===== src/rtl/cds_pkg.sv =====
// Shared widths, latencies and side-band types for the Smith complex divider.
`default_nettype none
package cds_pkg;
    localparam int DATA_WIDTH = 16;
    localparam int FRAC_BITS  = 12;
    localparam int RATIO_BITS = DATA_WIDTH - 2;

    localparam int MAG_W     = DATA_WIDTH;
    localparam int RATIO_W   = RATIO_BITS + 1;
    localparam int RATIO_S_W = RATIO_BITS + 2;
    localparam int SQ_W      = 2 * RATIO_W;
    localparam int OPS_W     = RATIO_BITS + 2;
    localparam int DEN_S_W   = DATA_WIDTH + OPS_W + 1;
    localparam int DEN_W     = DATA_WIDTH + RATIO_BITS + 1;
    localparam int NUM_S_W   = DATA_WIDTH + RATIO_BITS + 2;
    localparam int NUM_W     = DATA_WIDTH + RATIO_BITS + 1;
    localparam int QUOT_W    = DATA_WIDTH + 1;
    localparam int WIDE_W    = NUM_W + FRAC_BITS;

    localparam int RATIO_LAT = RATIO_W + 1;
    localparam int SCALE_LAT = 5;
    localparam int QUOT_LAT  = QUOT_W + 2;
    localparam int LATENCY   = RATIO_LAT + SCALE_LAT + QUOT_LAT;

    typedef struct packed {
        logic                         zero;
        logic                         im_pivot;
        logic                         neg_ratio;
        logic signed [DATA_WIDTH-1:0] zr;
        logic signed [DATA_WIDTH-1:0] zi;
        logic signed [DATA_WIDTH-1:0] pivot;
    } t_side;

    typedef struct packed {
        logic zero;
        logic neg_r;
        logic neg_i;
    } t_qside;
endpackage
`default_nettype wire


===== src/rtl/cds_scale.sv =====
// Denominator and numerator forming: square, scale products, sums and magnitudes.
`default_nettype none
module cds_scale (
    input  wire logic                     i_clk,
    input  wire logic                     i_rst_n,
    input  wire logic                     i_valid,
    input  wire logic [cds_pkg::RATIO_W-1:0] i_rm,
    input  wire cds_pkg::t_side           i_side,
    output logic                          o_valid,
    output logic [cds_pkg::NUM_W-1:0]     o_nmag_r,
    output logic [cds_pkg::NUM_W-1:0]     o_nmag_i,
    output logic [cds_pkg::DEN_W-1:0]     o_dmag,
    output cds_pkg::t_qside               o_qside
);
    import cds_pkg::*;

    localparam logic [OPS_W-1:0] ONE = OPS_W'(1) << RATIO_BITS;

    // stage 1: ratio square and signed ratio
    logic                        r1_vld;
    logic [SQ_W-1:0]             r1_sq;
    logic signed [RATIO_S_W-1:0] r1_ratio;
    t_side                       r1_side;
    // stage 2: one plus square
    logic                        r2_vld;
    logic [OPS_W-1:0]            r2_ops;
    logic signed [RATIO_S_W-1:0] r2_ratio;
    t_side                       r2_side;
    // stage 3: products
    logic                        r3_vld;
    logic signed [DEN_S_W-1:0]   r3_den;
    logic signed [NUM_S_W-1:0]   r3_pa, r3_pb;
    t_side                       r3_side;
    // stage 4: numerator sums and denominator magnitude
    logic                        r4_vld;
    logic signed [NUM_S_W-1:0]   r4_nr, r4_ni;
    logic [DEN_W-1:0]            r4_dmag;
    t_qside                      r4_qs;
    // stage 5: magnitudes
    logic                        r5_vld;
    logic [NUM_W-1:0]            r5_nr, r5_ni;
    logic [DEN_W-1:0]            r5_dmag;
    t_qside                      r5_qs;

    logic signed [RATIO_S_W-1:0] n_ratio;
    logic signed [NUM_S_W-1:0]   zr_sh, zi_sh, n_nr, n_ni;
    logic signed [DEN_S_W-1:0]   den_abs;
    t_qside                      n_qs;

    always_comb begin
        n_ratio = i_side.neg_ratio ? -$signed({1'b0, i_rm}) : $signed({1'b0, i_rm});
        zr_sh   = NUM_S_W'(r3_side.zr) <<< RATIO_BITS;
        zi_sh   = NUM_S_W'(r3_side.zi) <<< RATIO_BITS;
        if (r3_side.im_pivot) begin
            n_nr = r3_pa + zi_sh;
            n_ni = r3_pb - zr_sh;
        end else begin
            n_nr = zr_sh + r3_pb;
            n_ni = zi_sh - r3_pa;
        end
        den_abs    = r3_den[DEN_S_W-1] ? -r3_den : r3_den;
        n_qs.zero  = r3_side.zero;
        n_qs.neg_r = n_nr[NUM_S_W-1] ^ r3_side.pivot[DATA_WIDTH-1];
        n_qs.neg_i = n_ni[NUM_S_W-1] ^ r3_side.pivot[DATA_WIDTH-1];
    end

    always_ff @(posedge i_clk) begin
        if (!i_rst_n) begin
            r1_vld <= 1'b0;
            r2_vld <= 1'b0;
            r3_vld <= 1'b0;
            r4_vld <= 1'b0;
            r5_vld <= 1'b0;
        end else begin
            r1_vld <= i_valid;
            r2_vld <= r1_vld;
            r3_vld <= r2_vld;
            r4_vld <= r3_vld;
            r5_vld <= r4_vld;
        end
        r1_sq    <= SQ_W'(i_rm) * SQ_W'(i_rm);
        r1_ratio <= n_ratio;
        r1_side  <= i_side;

        r2_ops   <= ONE + OPS_W'(r1_sq >> RATIO_BITS);
        r2_ratio <= r1_ratio;
        r2_side  <= r1_side;

        r3_den   <= DEN_S_W'(r2_side.pivot) * $signed({1'b0, r2_ops});
        r3_pa    <= NUM_S_W'(r2_side.zr) * NUM_S_W'(r2_ratio);
        r3_pb    <= NUM_S_W'(r2_side.zi) * NUM_S_W'(r2_ratio);
        r3_side  <= r2_side;

        r4_nr    <= n_nr;
        r4_ni    <= n_ni;
        r4_dmag  <= DEN_W'(den_abs);
        r4_qs    <= n_qs;

        r5_nr    <= r4_nr[NUM_S_W-1] ? NUM_W'(-r4_nr) : NUM_W'(r4_nr);
        r5_ni    <= r4_ni[NUM_S_W-1] ? NUM_W'(-r4_ni) : NUM_W'(r4_ni);
        r5_dmag  <= r4_dmag;
        r5_qs    <= r4_qs;
    end

    assign o_valid  = r5_vld;
    assign o_nmag_r = r5_nr;
    assign o_nmag_i = r5_ni;
    assign o_dmag   = r5_dmag;
    assign o_qside  = r5_qs;
endmodule
`default_nettype wire


===== config.mk =====
export PLATFORM = sky130hd
export DESIGN_NAME = cds_scale
export DESIGN_NICKNAME = d
export VERILOG_FILES = /design/src/rtl/cds_pkg.sv /design/src/rtl/cds_scale.sv
export SDC_FILE = /design/constraint.sdc
export NUM_CORES = 2
export LEC_CHECK = 0
export BUFFER_PORTS_ARGS = -buffer_cell sky130_fd_sc_hd__buf_2
export CAP_MARGIN = 10
export CORE_MARGIN = 5
export CORE_UTILIZATION = 55
export CTS_BUF_LIST = sky130_fd_sc_hd__clkbuf_8
export DETAILED_ROUTE_END_ITERATION = 8
export GPL_TIMING_DRIVEN = 0
export PLACE_DENSITY = 0.83
export SLEW_MARGIN = 40
export SYNTH_ARGS = -nofsm -noshare
export SYNTH_HDL_FRONTEND = slang
export SYNTH_SLANG_ARGS = --single-unit
export TNS_END_PERCENT = 10

===== constraint.sdc =====
create_clock -name i_clk -period 9.71 [get_ports i_clk]
set_clock_uncertainty 0.2 [all_clocks]
set_input_delay 0.971 -clock i_clk [delete_from_list [all_inputs] [get_ports i_clk]]
set_output_delay 0.971 -clock i_clk [all_outputs]
set_load 0.03 [all_outputs]

# Yosys cells after proc, flatten, opt, wreduce, memory -nomap -nowiden
# Index checks and enable logic that the tools add are counted.
word_totals:
  input_bits: 69
  out_inout_bits: 97
  ff_bits: 524
  elab_cells: 61
classes:
  addsub: 9
  multipliers: 4
  n_bitwise: 2
  mux: 6
ops:
  columns: ["operator", "n"]
  rows:
  - ["31-bit two-way mux", 3]
  - ["31-bit negation", 3]
  - ["16-bit by 16-bit multiplier with 32-bit output", 2]
  - ["32-bit two-way mux", 2]
  - ["16-bit by 17-bit multiplier with 33-bit output", 1]
  - ["30-bit by 32-bit adder with 32-bit output", 1]
  - ["32-bit by 30-bit adder with 32-bit output", 1]
  - ["30-bit by 32-bit subtractor with 32-bit output", 1]
  - ["32-bit by 30-bit subtractor with 32-bit output", 1]
  - ["15-bit by 15-bit multiplier with 30-bit output", 1]
  - ["15-bit by 16-bit adder with 16-bit output (first input constant)", 1]
  - ["15-bit negation with 16-bit output", 1]
  - ["15-bit two-way mux", 1]
  - ["1-bit XOR", 2]

# Logic depth before layout (Yosys ltp)
logic_depth:
  depth_word: 3
  mapped_depth: 27
  mapped_depth_nobuf: 25

# Worst setup path before layout
# No wires, ideal clock.
synth_path:
  kind: "input to register"
  start: "input port i_rm[8] (netlist name)"
  end: "register r1_sq[29]"
  path_stages: 23
  arrival_time_ns: 6.828
  setup_time_ns: 0.121
  setup_slack_ns: 2.562
  path_cell_list: "clkbuf_1 -> buf_1 -> nand2_1 -> fa_1 -> fa_1 -> inv_1 -> fa_1 -> inv_1 -> fa_1 -> fa_1 -> inv_1 -> fa_1 -> ha_1 -> and3_1 -> nand4_1 -> o211a_1 -> o21ai_0 -> a21oi_1 -> or3b_2 -> a311oi_1 -> a211o_1 -> a21oi_1 -> xnor2_1"
synth_between:
  elab_chain_len: 1
synth_lines:
  columns: ["item", "line_no", "rtl"]
  rows:
  - ["from (decl)", "cds_scale.sv:7", "input wire logic [cds_pkg::RATIO_W-1:0] i_rm,"]
  - ["15-bit by 15-bit multiplier with 30-bit output", "cds_scale.sv:81", "r1_sq <= SQ_W'(i_rm) * SQ_W'(i_rm);"]
  - ["to (signal assigned)", "cds_scale.sv:81", null]
  - ["to (decl)", "cds_scale.sv:21", "logic [SQ_W-1:0] r1_sq;"]
# No other way between the ends.
# A chain may end at the register's enable or synchronous reset.

# Worst setup path in the final report
layout_path:
  start: "register r2_side[45] (netlist name)"
  end: "register r3_pa[29]"
layout_between:
  elab_chain_len: 1
layout_lines:
  columns: ["item", "line_no", "rtl"]
  rows:
  - ["from (decl)", "cds_scale.sv:28", "t_side r2_side;"]
  - ["from (signal assigned)", "cds_scale.sv:87", "r2_side <= r1_side;"]
  - ["16-bit by 16-bit multiplier with 32-bit output", "cds_scale.sv:90", "r3_pa <= NUM_S_W'(r2_side.zr) * NUM_S_W'(r2_ratio);"]
  - ["to (signal assigned)", "cds_scale.sv:90", null]
  - ["to (decl)", "cds_scale.sv:32", "logic signed [NUM_S_W-1:0] r3_pa, r3_pb;"]
# No other way between the ends.

==> out/qor.csv <==
metric,value,unit
status,finished clean,
critical path type,reg2reg,
syn avg cell area,9.609,sq um
Post-synth EDFFs,0,
share of the synthesized area in the top cell type,34.43,%
post-synthesis sequential area ratio,19.83,%
unrepaired setup endpoints after global routing,no,
Synth Cell Area,49880,sq um
Worst Path Max Fanout,10,
GRT Resource Usage Total,26.55,%
Slew headroom,39.72,%
Synth area leaders,"fa_1 (34%), dfxtp_1 (20%), ha_1 (11%), inv_1 (8.1%), and2_1 (5.3%)",
Layout area overhead,8.129,%
die width,311.2,microns
DR WL met3,12680,microns
top achievable clock speed,118.8,MHz
Tightest Hold Check Type,reg2reg,
placed wire-length estimate,102700,microns
Sink Count,494,
Worst Setup End Kind,flip-flop,
max-cap violations,0,
Synth cell types,67,
pre-CTS setup slack,1.259,ns
Setup crit start kind,flip-flop,
CTS tree,done,
Seq cells post-synth,494,
die height,311.2,microns
Skew-Pair Late Insertion Delay,0.72,ns
fraction of registers with async set/reset,0,%
grt ovf,0,
gpl congestion,0.9648,
ys flop type,dfxtp_1,
first-pass GRT wire length,205300,microns
synthesized instance count,5191,
postcts setup bufs,0,
core area,90010,sq um
Synth Warn #,0,
H-Tree Level Count,3,
layout cells sized above 1,6.020,%
largest net degree at the start of global routing,12,
Final Hold Fails,0,
Site Rows,110,
I/O pin count,166,
DR vias/cell,5.384,
Min Hold Slack,0.1180,ns
wire length per cell,18.84,microns
Critical Path AT,8.70,ns
sum of negative setup slack,0,ns
Post-CTS Hold Buffers,0,
DR pass1 iterations,6,
DR iter-0 viols,2713,
syn nets,6566,
DR vias,36010,
via count of the first global-routing pass,38920,
number of nets in the layout,6811,
clk buf depth,3,
fin crit period,8.421,ns
Metal-1 WL,49010,microns
Port Buf Inserts,163,
Met2 Routed Length,57800,microns
initial core utilization,55.42,%
top sig layer,met5,
antenna violations before repair,22,
CTS Buf Count,80,
Worst EP required,9.99,ns
antenna-violating nets left,0,
top cell type by total area after synthesis,fa_1,
root buffer cell,clkbuf_8,
Routed WL,126000,microns
max-slew violation total from the final report,0,
DRC viols,0,
clock-pin transition on the worst setup and hold timing paths,0.06,ns
final critical-path share of the clock period,86.73,%
Finished Core Util,59.92,%
Setup-failing EPs final,0,
Worst Slack Setup Final,1.289,ns
slew of the pin with the lowest slew margin,0.8815,ns
die area,96820,sq um
CTS resizes,0,
-- critical path: stages (launching register included) --
cell	delay, ns
dfxtp_1	0.74
clkbuf_1	0.62
nand2_1	0.17
fa_1	0.55
fa_1	0.53
fa_1	0.51
inv_1	0.05
fa_1	0.49
fa_1	0.49
inv_1	0.05
fa_1	0.47
inv_1	0.04
ha_1	0.32
a21o_1	0.17
a21oi_1	0.21
o211ai_1	0.13
a221o_1	0.37
a21oi_1	0.42
o221ai_1	0.24
and4_1	0.25
a2111oi_0	0.77
xnor2_1	0.41
-- placed cells by master, fill, tap and decap left out, types with 29 or more instances in the layout --
cell	instances
and2_1	421
nand3_1	34
nor2_1	161
ha_1	448
nand2b_1	31
buf_2	164
clkbuf_1	172
clkbuf_8	102
o21ai_0	126
o31ai_1	29
a21oi_1	138
inv_1	1097
xor2_1	51
xnor2_1	239
nand2_1	526
dfxtp_1	494
fa_1	858
a21o_1	46
-- final timing paths --
path / start / end / slack [ns] / depth (start not counted)
max: r2_side[45]$_DFF_P_ / r3_pa[29]$_DFF_P_ / 1.29 / 21
max reg2reg: r2_side[45]$_DFF_P_ / r3_pa[29]$_DFF_P_ / 1.29 / 21
min reg2reg: r1_side[16]$_DFF_P_ / r2_side[16]$_DFF_P_ / 0.12 / 0
min: r1_side[16]$_DFF_P_ / r2_side[16]$_DFF_P_ / 0.12 / 0
-- state kept, by name, indices dropped and copies added (netlist names), 32 cells and up --
| signal | flops |
|---|---|
| r3_pa | 32 |
| r4_nr | 32 |
| r3_pb | 32 |
| r3_den | 32 |
| r2_side | 50 |
| r1_side | 50 |
| r4_ni | 32 |
| r3_side | 34 |
-- cell usage after synthesis (7+ instances only) --
master        n
and2_1      421
inv_1      1076
nor2b_1      24
clkbuf_1    174
o21bai_1     23
mux2_2       15
mux2i_1       8
o21ai_0     126
a211oi_1     15
o211ai_1     10
or2_2        12
ha_1        448
buf_1         7
nand2_1     526
nor2_1      161
fa_1        858
nand4_1      14
a2111oi_0     7
or3_1        24
xnor2_1     239
o41ai_1      14
o31ai_1      30
nand3_1      34
nand2b_1     31
a21oi_1     138
and3_1       12
a31oi_1      12
nor3_1       28
or4_1        20
dfxtp_1     494
a21o_1       46
xor2_1       51
nor4_1       11
o21a_1       19
-- final cells by class --
type / instances / area, sq um
flip-flops and latches: 494 / 9889
fillers: 7325 / 36070
multi-input cells: 3438 / 35270
inverters: 1077 / 4043
well taps: 1176 / 1471
diodes: 14 / 35.03
repair buffers: 163 / 815.8
clock buffers: 102 / 1404
clock inverters: 42 / 319.1
plain buffers: 182 / 690.7
-- logic make-up after synthesis --
family / share of synthesized area, %
simple gates: 13.24
mux: 0.4992
xor+xnor: 5.092
fa+ha+maj: 45.67
buf+inv: 9.482
flops: 19.83
compound gates: 6.188
-- metrics by stage --
stage,std cells,area [sq um]
after detailed placement,6530,52180
after global placement,6530,52170
after floorplan,5191,49880
final,6688,53940
after CTS,6674,53900
after global routing,6678,53910
-- metal layers --
layer  track usage [%]  vias up
li1                  -    16300
met1             33.89    17620
met2             42.65     1672
met3             6.780      411
met4             12.49        8
met5                 0        -
Power is left out: the tool's default activity adds up to more than one toggle a clock period on the data nets, which glitch-free logic cannot reach.
