<file path="src/rtl/cds_pkg.sv">
// Shared widths, latencies and side-band types for the Smith complex divider.
`default_nettype none
package cds_pkg;
    localparam int DATA_WIDTH = 16;
    localparam int FRAC_BITS  = 12;
    localparam int RATIO_BITS = DATA_WIDTH - 2;

    localparam int MAG_W     = DATA_WIDTH;
    localparam int RATIO_W   = RATIO_BITS + 1;
    localparam int RATIO_S_W = RATIO_BITS + 2;
    localparam int SQ_W      = 2 * RATIO_W;
    localparam int OPS_W     = RATIO_BITS + 2;
    localparam int DEN_S_W   = DATA_WIDTH + OPS_W + 1;
    localparam int DEN_W     = DATA_WIDTH + RATIO_BITS + 1;
    localparam int NUM_S_W   = DATA_WIDTH + RATIO_BITS + 2;
    localparam int NUM_W     = DATA_WIDTH + RATIO_BITS + 1;
    localparam int QUOT_W    = DATA_WIDTH + 1;
    localparam int WIDE_W    = NUM_W + FRAC_BITS;

    localparam int RATIO_LAT = RATIO_W + 1;
    localparam int SCALE_LAT = 5;
    localparam int QUOT_LAT  = QUOT_W + 2;
    localparam int LATENCY   = RATIO_LAT + SCALE_LAT + QUOT_LAT;

    typedef struct packed {
        logic                         zero;
        logic                         im_pivot;
        logic                         neg_ratio;
        logic signed [DATA_WIDTH-1:0] zr;
        logic signed [DATA_WIDTH-1:0] zi;
        logic signed [DATA_WIDTH-1:0] pivot;
    } t_side;

    typedef struct packed {
        logic zero;
        logic neg_r;
        logic neg_i;
    } t_qside;
endpackage
`default_nettype wire

</file>
<file path="src/rtl/cds_ratio_div.sv">
// Pivot selection and pipelined restoring divider for the ratio other/pivot.
`default_nettype none
module cds_ratio_div (
    input  wire logic                                  i_clk,
    input  wire logic                                  i_rst_n,
    input  wire logic                                  i_start,
    input  wire logic signed [cds_pkg::DATA_WIDTH-1:0] i_zr,
    input  wire logic signed [cds_pkg::DATA_WIDTH-1:0] i_zi,
    input  wire logic signed [cds_pkg::DATA_WIDTH-1:0] i_dr,
    input  wire logic signed [cds_pkg::DATA_WIDTH-1:0] i_di,
    output logic                                       o_valid,
    output logic [cds_pkg::RATIO_W-1:0]                o_rm,
    output cds_pkg::t_side                             o_side
);
    import cds_pkg::*;

    logic             r_vld  [0:RATIO_W];
    logic [MAG_W-1:0] r_rem  [0:RATIO_W];
    logic [MAG_W-1:0] r_pm   [0:RATIO_W];
    logic [RATIO_W-1:0] r_q  [0:RATIO_W];
    t_side            r_side [0:RATIO_W];

    logic [MAG_W-1:0] ar, ai, pmag, omag;
    logic             im_piv;
    t_side            n_side;

    always_comb begin
        ar     = i_dr[DATA_WIDTH-1] ? MAG_W'(~i_dr + 1'b1) : MAG_W'(i_dr);
        ai     = i_di[DATA_WIDTH-1] ? MAG_W'(~i_di + 1'b1) : MAG_W'(i_di);
        im_piv = (ar <= ai);
        pmag   = im_piv ? ai : ar;
        omag   = im_piv ? ar : ai;
        n_side.zero      = (i_dr == '0) && (i_di == '0);
        n_side.im_pivot  = im_piv;
        n_side.neg_ratio = i_dr[DATA_WIDTH-1] ^ i_di[DATA_WIDTH-1];
        n_side.zr        = i_zr;
        n_side.zi        = i_zi;
        n_side.pivot     = im_piv ? i_di : i_dr;
    end

    always_ff @(posedge i_clk) begin
        if (!i_rst_n) begin
            r_vld[0] <= 1'b0;
        end else begin
            r_vld[0] <= i_start;
        end
        r_rem[0]  <= omag;
        r_pm[0]   <= pmag;
        r_q[0]    <= '0;
        r_side[0] <= n_side;
    end

    // one quotient bit per stage, MSB first; the first stage takes no shift
    for (genvar k = 0; k < RATIO_W; k++) begin : g_stage
        logic [MAG_W:0]     trial;
        logic               ge;
        logic [MAG_W-1:0]   n_rem;
        logic [RATIO_W-1:0] n_q;

        always_comb begin
            trial = (k == 0) ? {1'b0, r_rem[k]} : {r_rem[k], 1'b0};
            ge    = (trial >= {1'b0, r_pm[k]});
            n_rem = ge ? MAG_W'(trial - {1'b0, r_pm[k]}) : MAG_W'(trial);
            n_q   = {r_q[k][RATIO_W-2:0], ge};
        end

        always_ff @(posedge i_clk) begin
            if (!i_rst_n) begin
                r_vld[k+1] <= 1'b0;
            end else begin
                r_vld[k+1] <= r_vld[k];
            end
            r_rem[k+1]  <= n_rem;
            r_pm[k+1]   <= r_pm[k];
            r_q[k+1]    <= n_q;
            r_side[k+1] <= r_side[k];
        end
    end

    assign o_valid = r_vld[RATIO_W];
    assign o_rm    = r_q[RATIO_W];
    assign o_side  = r_side[RATIO_W];
endmodule
`default_nettype wire

</file>
<file path="config.mk">
export PLATFORM = sky130hd
export DESIGN_NAME = cds_ratio_div
export DESIGN_NICKNAME = d
export VERILOG_FILES = /design/src/rtl/cds_pkg.sv /design/src/rtl/cds_ratio_div.sv
export SDC_FILE = /design/constraint.sdc
export NUM_CORES = 1
export LEC_CHECK = 0
export ABC_CLOCK_PERIOD_IN_PS = 5000
export BUFFER_PORTS_ARGS = -buffer_cell sky130_fd_sc_hd__clkbuf_2
export CAP_MARGIN = 30
export CORE_MARGIN = 2
export CORE_UTILIZATION = 45
export DETAILED_ROUTE_END_ITERATION = 16
export GPL_ROUTABILITY_DRIVEN = 0
export HOLD_SLACK_MARGIN = 0.1
export PLACE_DENSITY_LB_ADDON = 0.12
export RECOVER_POWER = 100
export REMOVE_ABC_BUFFERS = 1
export SLEW_MARGIN = 15
export SYNTH_ARGS = -nofsm -noshare
export SYNTH_HDL_FRONTEND = slang
export SYNTH_SLANG_ARGS = --single-unit
export TNS_END_PERCENT = 30
</file>
<file path="constraint.sdc">
create_clock -name i_clk -period 5 [get_ports i_clk]
set_input_delay 0.25 -clock i_clk [delete_from_list [all_inputs] [get_ports i_clk]]
set_output_delay 0.25 -clock i_clk [all_outputs]
set_load 0.1 [all_outputs]
</file>
* After elaboration in Yosys (flattened, before gate mapping) *
Memory sizes are Yosys's and may differ from the RTL's.
Cells that the tools add are included.

operators by class
  bitwise gates (word level) = 19
  reductions and logical operators = 3
  add/subtract/negate cells = 17
  muxes and demuxes = 38
  order comparisons = 16

operators with widths
  operator               count
  $mux 16                20
  $sub 16x16->16         15
  $ge 17x16->1           14
  $add 16x1->16 const B  2
  $logic_not 16->1       2
  $not 16->16            2
  $mux 1                 18
  $ge 16x16->1           1
  $le 16x16->1           1
  $or 1x1->1             16
  $logic_and 1x1->1      1
  $xor 1x1->1            1

word-level totals
  logic and storage cells = 98
  output and inout port bits = 67
  register bits = 0
  memories kept = 5
  RAM bits = 1584

memory list
  name    words  width  read ports  clocked after memory_dff  write ports  RTL line             text
  r_side  16     51     16          0                         16           cds_ratio_div.sv:21  t_side r_side [0:RATIO_W];
  r_pm    16     16     15          0                         16           cds_ratio_div.sv:19  logic [MAG_W-1:0] r_pm [0:RATIO_W];
  r_rem   16     16     15          0                         16           cds_ratio_div.sv:18  logic [MAG_W-1:0] r_rem [0:RATIO_W];
  r_q     16     15     16          0                         16           cds_ratio_div.sv:20  logic [RATIO_W-1:0] r_q [0:RATIO_W];
  r_vld   16     1      16          0                         16           cds_ratio_div.sv:17  logic r_vld [0:RATIO_W];

* Longest topological paths before layout *
Gate-level depths: netlist (run 1).

  word-level depth = 5
  mapped depth = 18
  depth with buffers taken out = 16

* Worst setup path before layout (run 1) *
Ideal clock, no wire load.

  kind = in2reg
  start point = input i_dr[2] in the netlist's numbering
  end point = memory r_pm[0][14] in the netlist's numbering
  cell stages on the path = 16
  data arrival time = 3501 ps
  slack = 1427 ps
  cell sequence = or3_1 nor2_1 nand2_1 or2_2 nand2b_1 o41ai_1 xor2_1 inv_1 ha_1 nand3_1 nor2_1 a31oi_1 a21oi_1 clkbuf_1 buf_2 mux2i_1

RTL lines
  item         RTL line             text
  from (decl)  cds_ratio_div.sv:9   input wire logic signed [cds_pkg::DATA_WIDTH-1:0] i_dr,
  to (decl)    cds_ratio_div.sv:19

==> impl_metrics.tcl, run 1 <==
set metrics [dict create \
    die_w_um 318 \
    r2r_slack_ns 1.01 \
    synth.largest_area_cell "dfxtp_1" \
    drt_first_iter_violations 1010 \
    synth_edf_count 0 \
    cp.arrival_ns 5.45 \
    ys_warn_count 0 \
    ys_top_cells_by_area "dfxtp_1 64%, ha_1 7.2%, mux2_2 3.6%" \
    ys_async_sr_fraction_pct 0 \
    maxSlewHeadroom_pct -6.22 \
    gr-usage-met1_pct 16.0 \
    numCtsBuffers 142 \
    ir_worst_vdd_mv 0.339 \
    wl_per_cell_um 13.3 \
    clock-skew-final_ns 0.0207 \
    cts_buffer_depth 3 \
    placed_cell_area_um2 46300 \
    ant_nets 0 \
    cts.sinks 1417 \
    cts_htree_levels 4 \
    synth_top_area_share_pct 63.8 \
    p_per_area_nw_per_um2 752 \
    path_clk_slew_ns 0.06 \
    wirelength_um 71000 \
    cp.required_ns 5.60 \
    violations "max-capacitance violations, max-slew violations" \
    use_met3_pct 3.33 \
    die_h_um 318 \
    cts_setup_buffers 0 \
    outcome "finished with violations" \
    coreArea_um2 98100 \
    grt_pass1_wl_um 118000 \
    final-seq-area_um2 28400 \
    power.static_leakage_uw 0.0226 \
    end_kind "flop" \
    cts_tree "built" \
    via_per_inst 4.65 \
    finalCriticalPeriod_ns 4.85 \
    tns_ns 0 \
    start_util_pct 45.3 \
    cts_root_buf "clkbuf_16" \
    n_fill_cell 8585 \
    synth_top_flop_cell "dfxtp_1" \
    rows 115 \
    met2_usage_pct 25.9 \
    maxCapViolCount 1 \
    syn_avg_cell_area_um2 12.2 \
    grt_antenna_before_repair 1 \
    p_total_uw 38800 \
    area_growth_pct 16.1 \
    place_inst 4981 \
    pin_count 134 \
    first_pass_iters 5 \
    netlist_area_um2 44400 \
    overflow 0 \
    max_freq_mhz 206 \
    critPathLaunchType "input pin" \
    final_common_cell "dfxtp_1" \
    drive_gt1_share_pct 11.1 \
    crit_fanout 25 \
    drc 0 \
    busiest_layer "met2" \
    ys_types 77 \
    dr_total_vias 24800 \
    worstSetupPathType "input pin to flop" \
    finalNonFillerCells 5338 \
    grt_max_degree 27 \
    port_buffers 133 \
    die-area_um2 101000 \
    synth_cells 3637 \
    ys_seq_elements 1417 \
    multiInputGateArea_um2 14200 \
    num_antenna_cells 0 \
    fin_crit_sh_pct 97.0 \
    final_cell_mix "1417 x dfxtp_1, 309 x inv_1, 257 x ha_1" \
    finalSetupViolCount 0 \
    clk_latency_ns 0.72 \
    tightest_slew_ns 1.59 \
    first_global_vias 24700 \
    dpl.hpwl_um 50600 \
    seq_area_frac_synth_pct 63.8 \
    hold_path.class "input pin to flop" \
    hold_violations 0 \
    maxSlewViolCount 17 \
    fin_nets 4280 \
    gr-usage-all-layers_pct 14.2 \
    final_area_um2 51600 \
]
[kinds of logic after synthesis]
family	synth area share (%)
xor+xnor	3.19
compound gates	8.46
fa+ha+maj	7.87
buf+inv	3.86
flops	63.8
simple gates	6.89
mux	5.91
[repair_timing]
action	CTS	global route
endpoints found under the setup margin	0	16
hold buffers	102	0
gates resized for setup	0	1
hold endpoints to repair	97	0
[stage by stage]
stage | utilization (%) | hold slack, ns | setup slack [ns]
after floorplan | - | 0.278 | -1.07
after global placement | 47.1 | 0.310 | 0.501
after detailed placement | 47.2 | 0.312 | 0.506
after CTS | 52.9 | 0.101 | 0.189
after global routing | 52.6 | 0.126 | -0.00950
final | 52.6 | 0.171 | 0.149
[cell type report]
cell class	instances	area share, %
Multi-Input combinational cell	1828	27.5
Inverter	309	2.25
Clock buffer	210	8.01
Timing Repair Buffer	244	3.19
Tap cell	1287	3.12
Sequential cell	1417	55.0
Clock inverter	43	1.01
[routing by layer]
metal | wire (um) | share of wire (%) | vias up
met2 | 35800 | 50 | 348
met4 | 1850 | 2.6 | 0
met1 | 30700 | 43 | 11400
met3 | 2750 | 3.9 | 149
li1 | - | - | 12900
met5 | 0 | 0 | -
[power breakdown]
part | switching (uW) | total (uW) | internal [uW]
Combinational | 7200 | 13500 | 6290
Clock | 4150 | 10300 | 6120
Sequential | 1100 | 15100 | 14000
[sequential cells by signal, indices dropped and copies added (netlist names)]
register,count
r_pm,241
r_side,800
r_rem,240
r_vld,16
r_q,120
[worst paths after layout]
kind / cells after the start / to / from
min reg2reg: 0 / r_q[14][2]$_DFF_P_ / r_q[13][1]$_DFF_P_
max: 17 / r_side[0][1]$_DFF_P_ / i_di[7]
min: 2 / r_side[0][38]$_DFF_P_ / i_zr[6]
max reg2reg: 10 / r_rem[0][89]$_DFF_P_ / r_pm[0][65]$_DFF_P_
[synthesized netlist by cell type (all sizes together) (25+ instances only)]
cell / n
nand2b: 37
xor2: 76
mux2: 178
xnor2: 86
buf: 69
dfxtp: 1417
and2: 31
o31ai: 26
nand3: 53
nand2: 118
nor2b: 46
mux2i: 53
nor2: 160
ha: 257
a211oi: 35
a31oi: 26
a21o: 54
o21ai: 107
a21oi: 144
nor3: 45
o21a: 34
nand4: 25
inv: 309
[critical path, stage by stage]
cell and delay, ns:
dlygate4sd3_1 0.55, clkbuf_2 0.17, nor4_1 0.36, dlygate4sd3_1 0.61
nand3_1 0.14, o41ai_1 0.26, dlygate4sd3_1 0.61, xor2_1 0.26
ha_1 0.20, nand3_1 0.11, nor2_1 0.16, nand2_1 0.07
nor3_1 0.54, a21oi_4 0.22, buf_12 0.25, mux2i_1 0.13
dlygate4sd3_1 0.55
No activity file was read; power rests on OpenSTA's default activity.
==> inputs of run 2 (changes only) <==
--- a/config.mk
+++ b/config.mk
@@ -9,7 +9,7 @@
 export BUFFER_PORTS_ARGS = -buffer_cell sky130_fd_sc_hd__clkbuf_2
 export CAP_MARGIN = 30
 export CORE_MARGIN = 2
-export CORE_UTILIZATION = 45
+export CORE_UTILIZATION = 61
 export DETAILED_ROUTE_END_ITERATION = 16
 export GPL_ROUTABILITY_DRIVEN = 0
 export HOLD_SLACK_MARGIN = 0.1
==> run 2 against run 1 <==
Compared with the run above:
- the flow still finishes with violations (max-capacitance violations, max-slew violations)
- global-route usage is 7.8 points higher
- final area is 1.3% lower
- clock power about the same
- die area fell by 26%
- critical endpoint is now r_side[0][5]$_DFF_P_
- largest power group unchanged
==> impl_metrics.tcl, run 2 (synthesized netlist as in run 1, its figures left out) <==
set metrics [dict create \
    wirelength_um 82100 \
    p_per_area_nw_per_um2 770 \
    pin_count 134 \
    drc 0 \
    hold_path.class "input pin to flop" \
    clock-skew-final_ns 0.0283 \
    finalSetupViolCount 0 \
    die_h_um 274 \
    cts.sinks 1417 \
    cts_buffer_depth 3 \
    rr_worst_depth 11 \
    rsz0062_at_grt "no" \
    max_freq_mhz 212 \
    grt_max_degree 39 \
    largest_register_ffs 800 \
    coreArea_um2 71900 \
    die_w_um 274 \
    hold_violations 0 \
    maxSlewViolCount 23 \
    rows 98 \
    maxCapViolCount 1 \
    final_common_cell "dfxtp_1" \
    fin_nets 4266 \
    outcome "finished with violations" \
    tns_ns 0 \
    grt_pass1_wl_um 133000 \
    cts_root_buf "clkbuf_16" \
    cts_resized 0 \
    clk_latency_ns 0.72 \
    ant_nets 0 \
    grt_antenna_before_repair 1 \
    cts_htree_levels 4 \
    die-area_um2 75000 \
    area_growth_pct 14.7 \
    fin_crit_sh_pct 94.1 \
    start_util_pct 61.9 \
    cts_tree "built" \
    final_cell_mix "1417 x dfxtp_1, 309 x inv_1, 257 x ha_1" \
    ir_worst_vdd_mv 0.483 \
    drive_gt1_share_pct 10.7 \
    first_global_vias 27000 \
    critPathLaunchType "input pin" \
    reg_top3 "r_side x800, r_pm x241, r_rem x240" \
    post-route-util_pct 70.9 \
    violations "max-capacitance violations, max-slew violations" \
    dr_total_vias 26000 \
    numCtsBuffers 133 \
    cp.arrival_ns 5.30 \
    n_fill_cell 4929 \
    worstSetupPathType "input pin to flop" \
    worstPathCellList "dlygate4sd3_1, clkbuf_1, or3_1, nor2_1, nand2_1, or2_2, nand2b_1, o41ai_1, xor2_1, inv_1, ha_1, nand3_1, nor2_1, a31oi_1, a21oi_4, buf_12, mux2_2, dlygate4sd3_1" \
    gr-usage-all-layers_pct 22.0 \
    tightest_slew_ns 2.45 \
    num_antenna_cells 0 \
    maxSlewHeadroom_pct -64.8 \
    port_buffers 133 \
    path_clk_slew_ns 0.07 \
    max_stage_delay_ns 0.56 \
    dpl.hpwl_um 55400 \
    end_kind "flop" \
    first_pass_iters 5 \
    finalCriticalPeriod_ns 4.71 \
    power.static_leakage_uw 0.0225 \
    cp.required_ns 5.60 \
    slowest_stage "dlygate4sd3_1" \
    crit_fanout 38 \
    wl_per_cell_um 16.5 \
    via_per_inst 5.21 \
    top_register "r_side" \
    overflow 0 \
    drt_first_iter_violations 1431 \
    whs_path_depth 2 \
]
[run 2: cell count changes in the layout (fill, tap and decap cells not counted), sizes merged, moves of 3 or more]
cell / delta
clkinv: +6
dlygate4sd3: -12
clkbuf: -15
inv: -3
[run 2: critical path: cells and delay by family]
kind | cells | cell delay (ns)
and+or+nand+nor | 7 | 1.57
adders and majority gates | 1 | 0.30
muxes | 1 | 0.38
xor gates and xnor gates | 1 | 0.30
AOI/OAI and AO/OA | 3 | 0.80
buffers and inverters | 5 | 1.66
[run 2: per-layer routing]
metal / wire length, um / up-vias / track usage [%]
met2: 42400 / 625 / 40.6
met3: 3240 / 214 / 4.24
li1: - / 12800 / -
met1: 32900 / 12300 / 24.3
met5: 0 / - / 0
met4: 3550 / 0 / 10.4
[run 2: where the power goes]
part	leakage [uW]	internal (uW)	switching [uW]
Clock	0.00218	5740	4240
Combinational	0.00839	6300	7750
Sequential	0.0119	14000	1260
[run 2: worst paths after layout]
path / from / endpoint / slack, ns
min reg2reg: r_q[14][8]$_DFF_P_ / r_q[15][9]$_DFF_P_ / 0.31
min: i_zi[11] / r_side[0][27]$_DFF_P_ / 0.17
max: i_dr[2] / r_side[0][5]$_DFF_P_ / 0.29
max reg2reg: r_pm[1][18]$_DFF_P_ / r_rem[1][38]$_DFF_P_ / 0.49
[run 2: cell type report]
class / count / area [um2] / share of cell area (%)
Clock inverter: 46 / 668 / 1.31
Multi-Input combinational cell: 1827 / 14200 / 27.8
Inverter: 309 / 1160 / 2.28
Tap cell: 950 / 1190 / 2.33
Clock buffer: 189 / 3830 / 7.51
Sequential cell: 1417 / 28400 / 55.7
Timing Repair Buffer: 240 / 1580 / 3.10
[run 2: per-stage QoR]
stage | total power, uW | std cells | setup slack [ns] | area, um2 | hold WS, ns
after CTS | 39800 | 4968 | 0.417 | 51200 | 0.113
after global routing | 41600 | 4978 | 0.137 | 51000 | 0.122
after global placement | 28900 | 4641 | 0.873 | 45800 | 0.310
after floorplan | 26200 | 3553 | -1.07 | 43900 | 0.278
final | 39200 | 4978 | 0.293 | 51000 | 0.174
after detailed placement | 29500 | 4643 | 0.754 | 45800 | 0.312
[run 2: repair_timing]
action	CTS	global route
buffers inserted	0	6
endpoints found under the hold margin	95	0
hold buffers	90	0
setup endpoints to repair	0	9
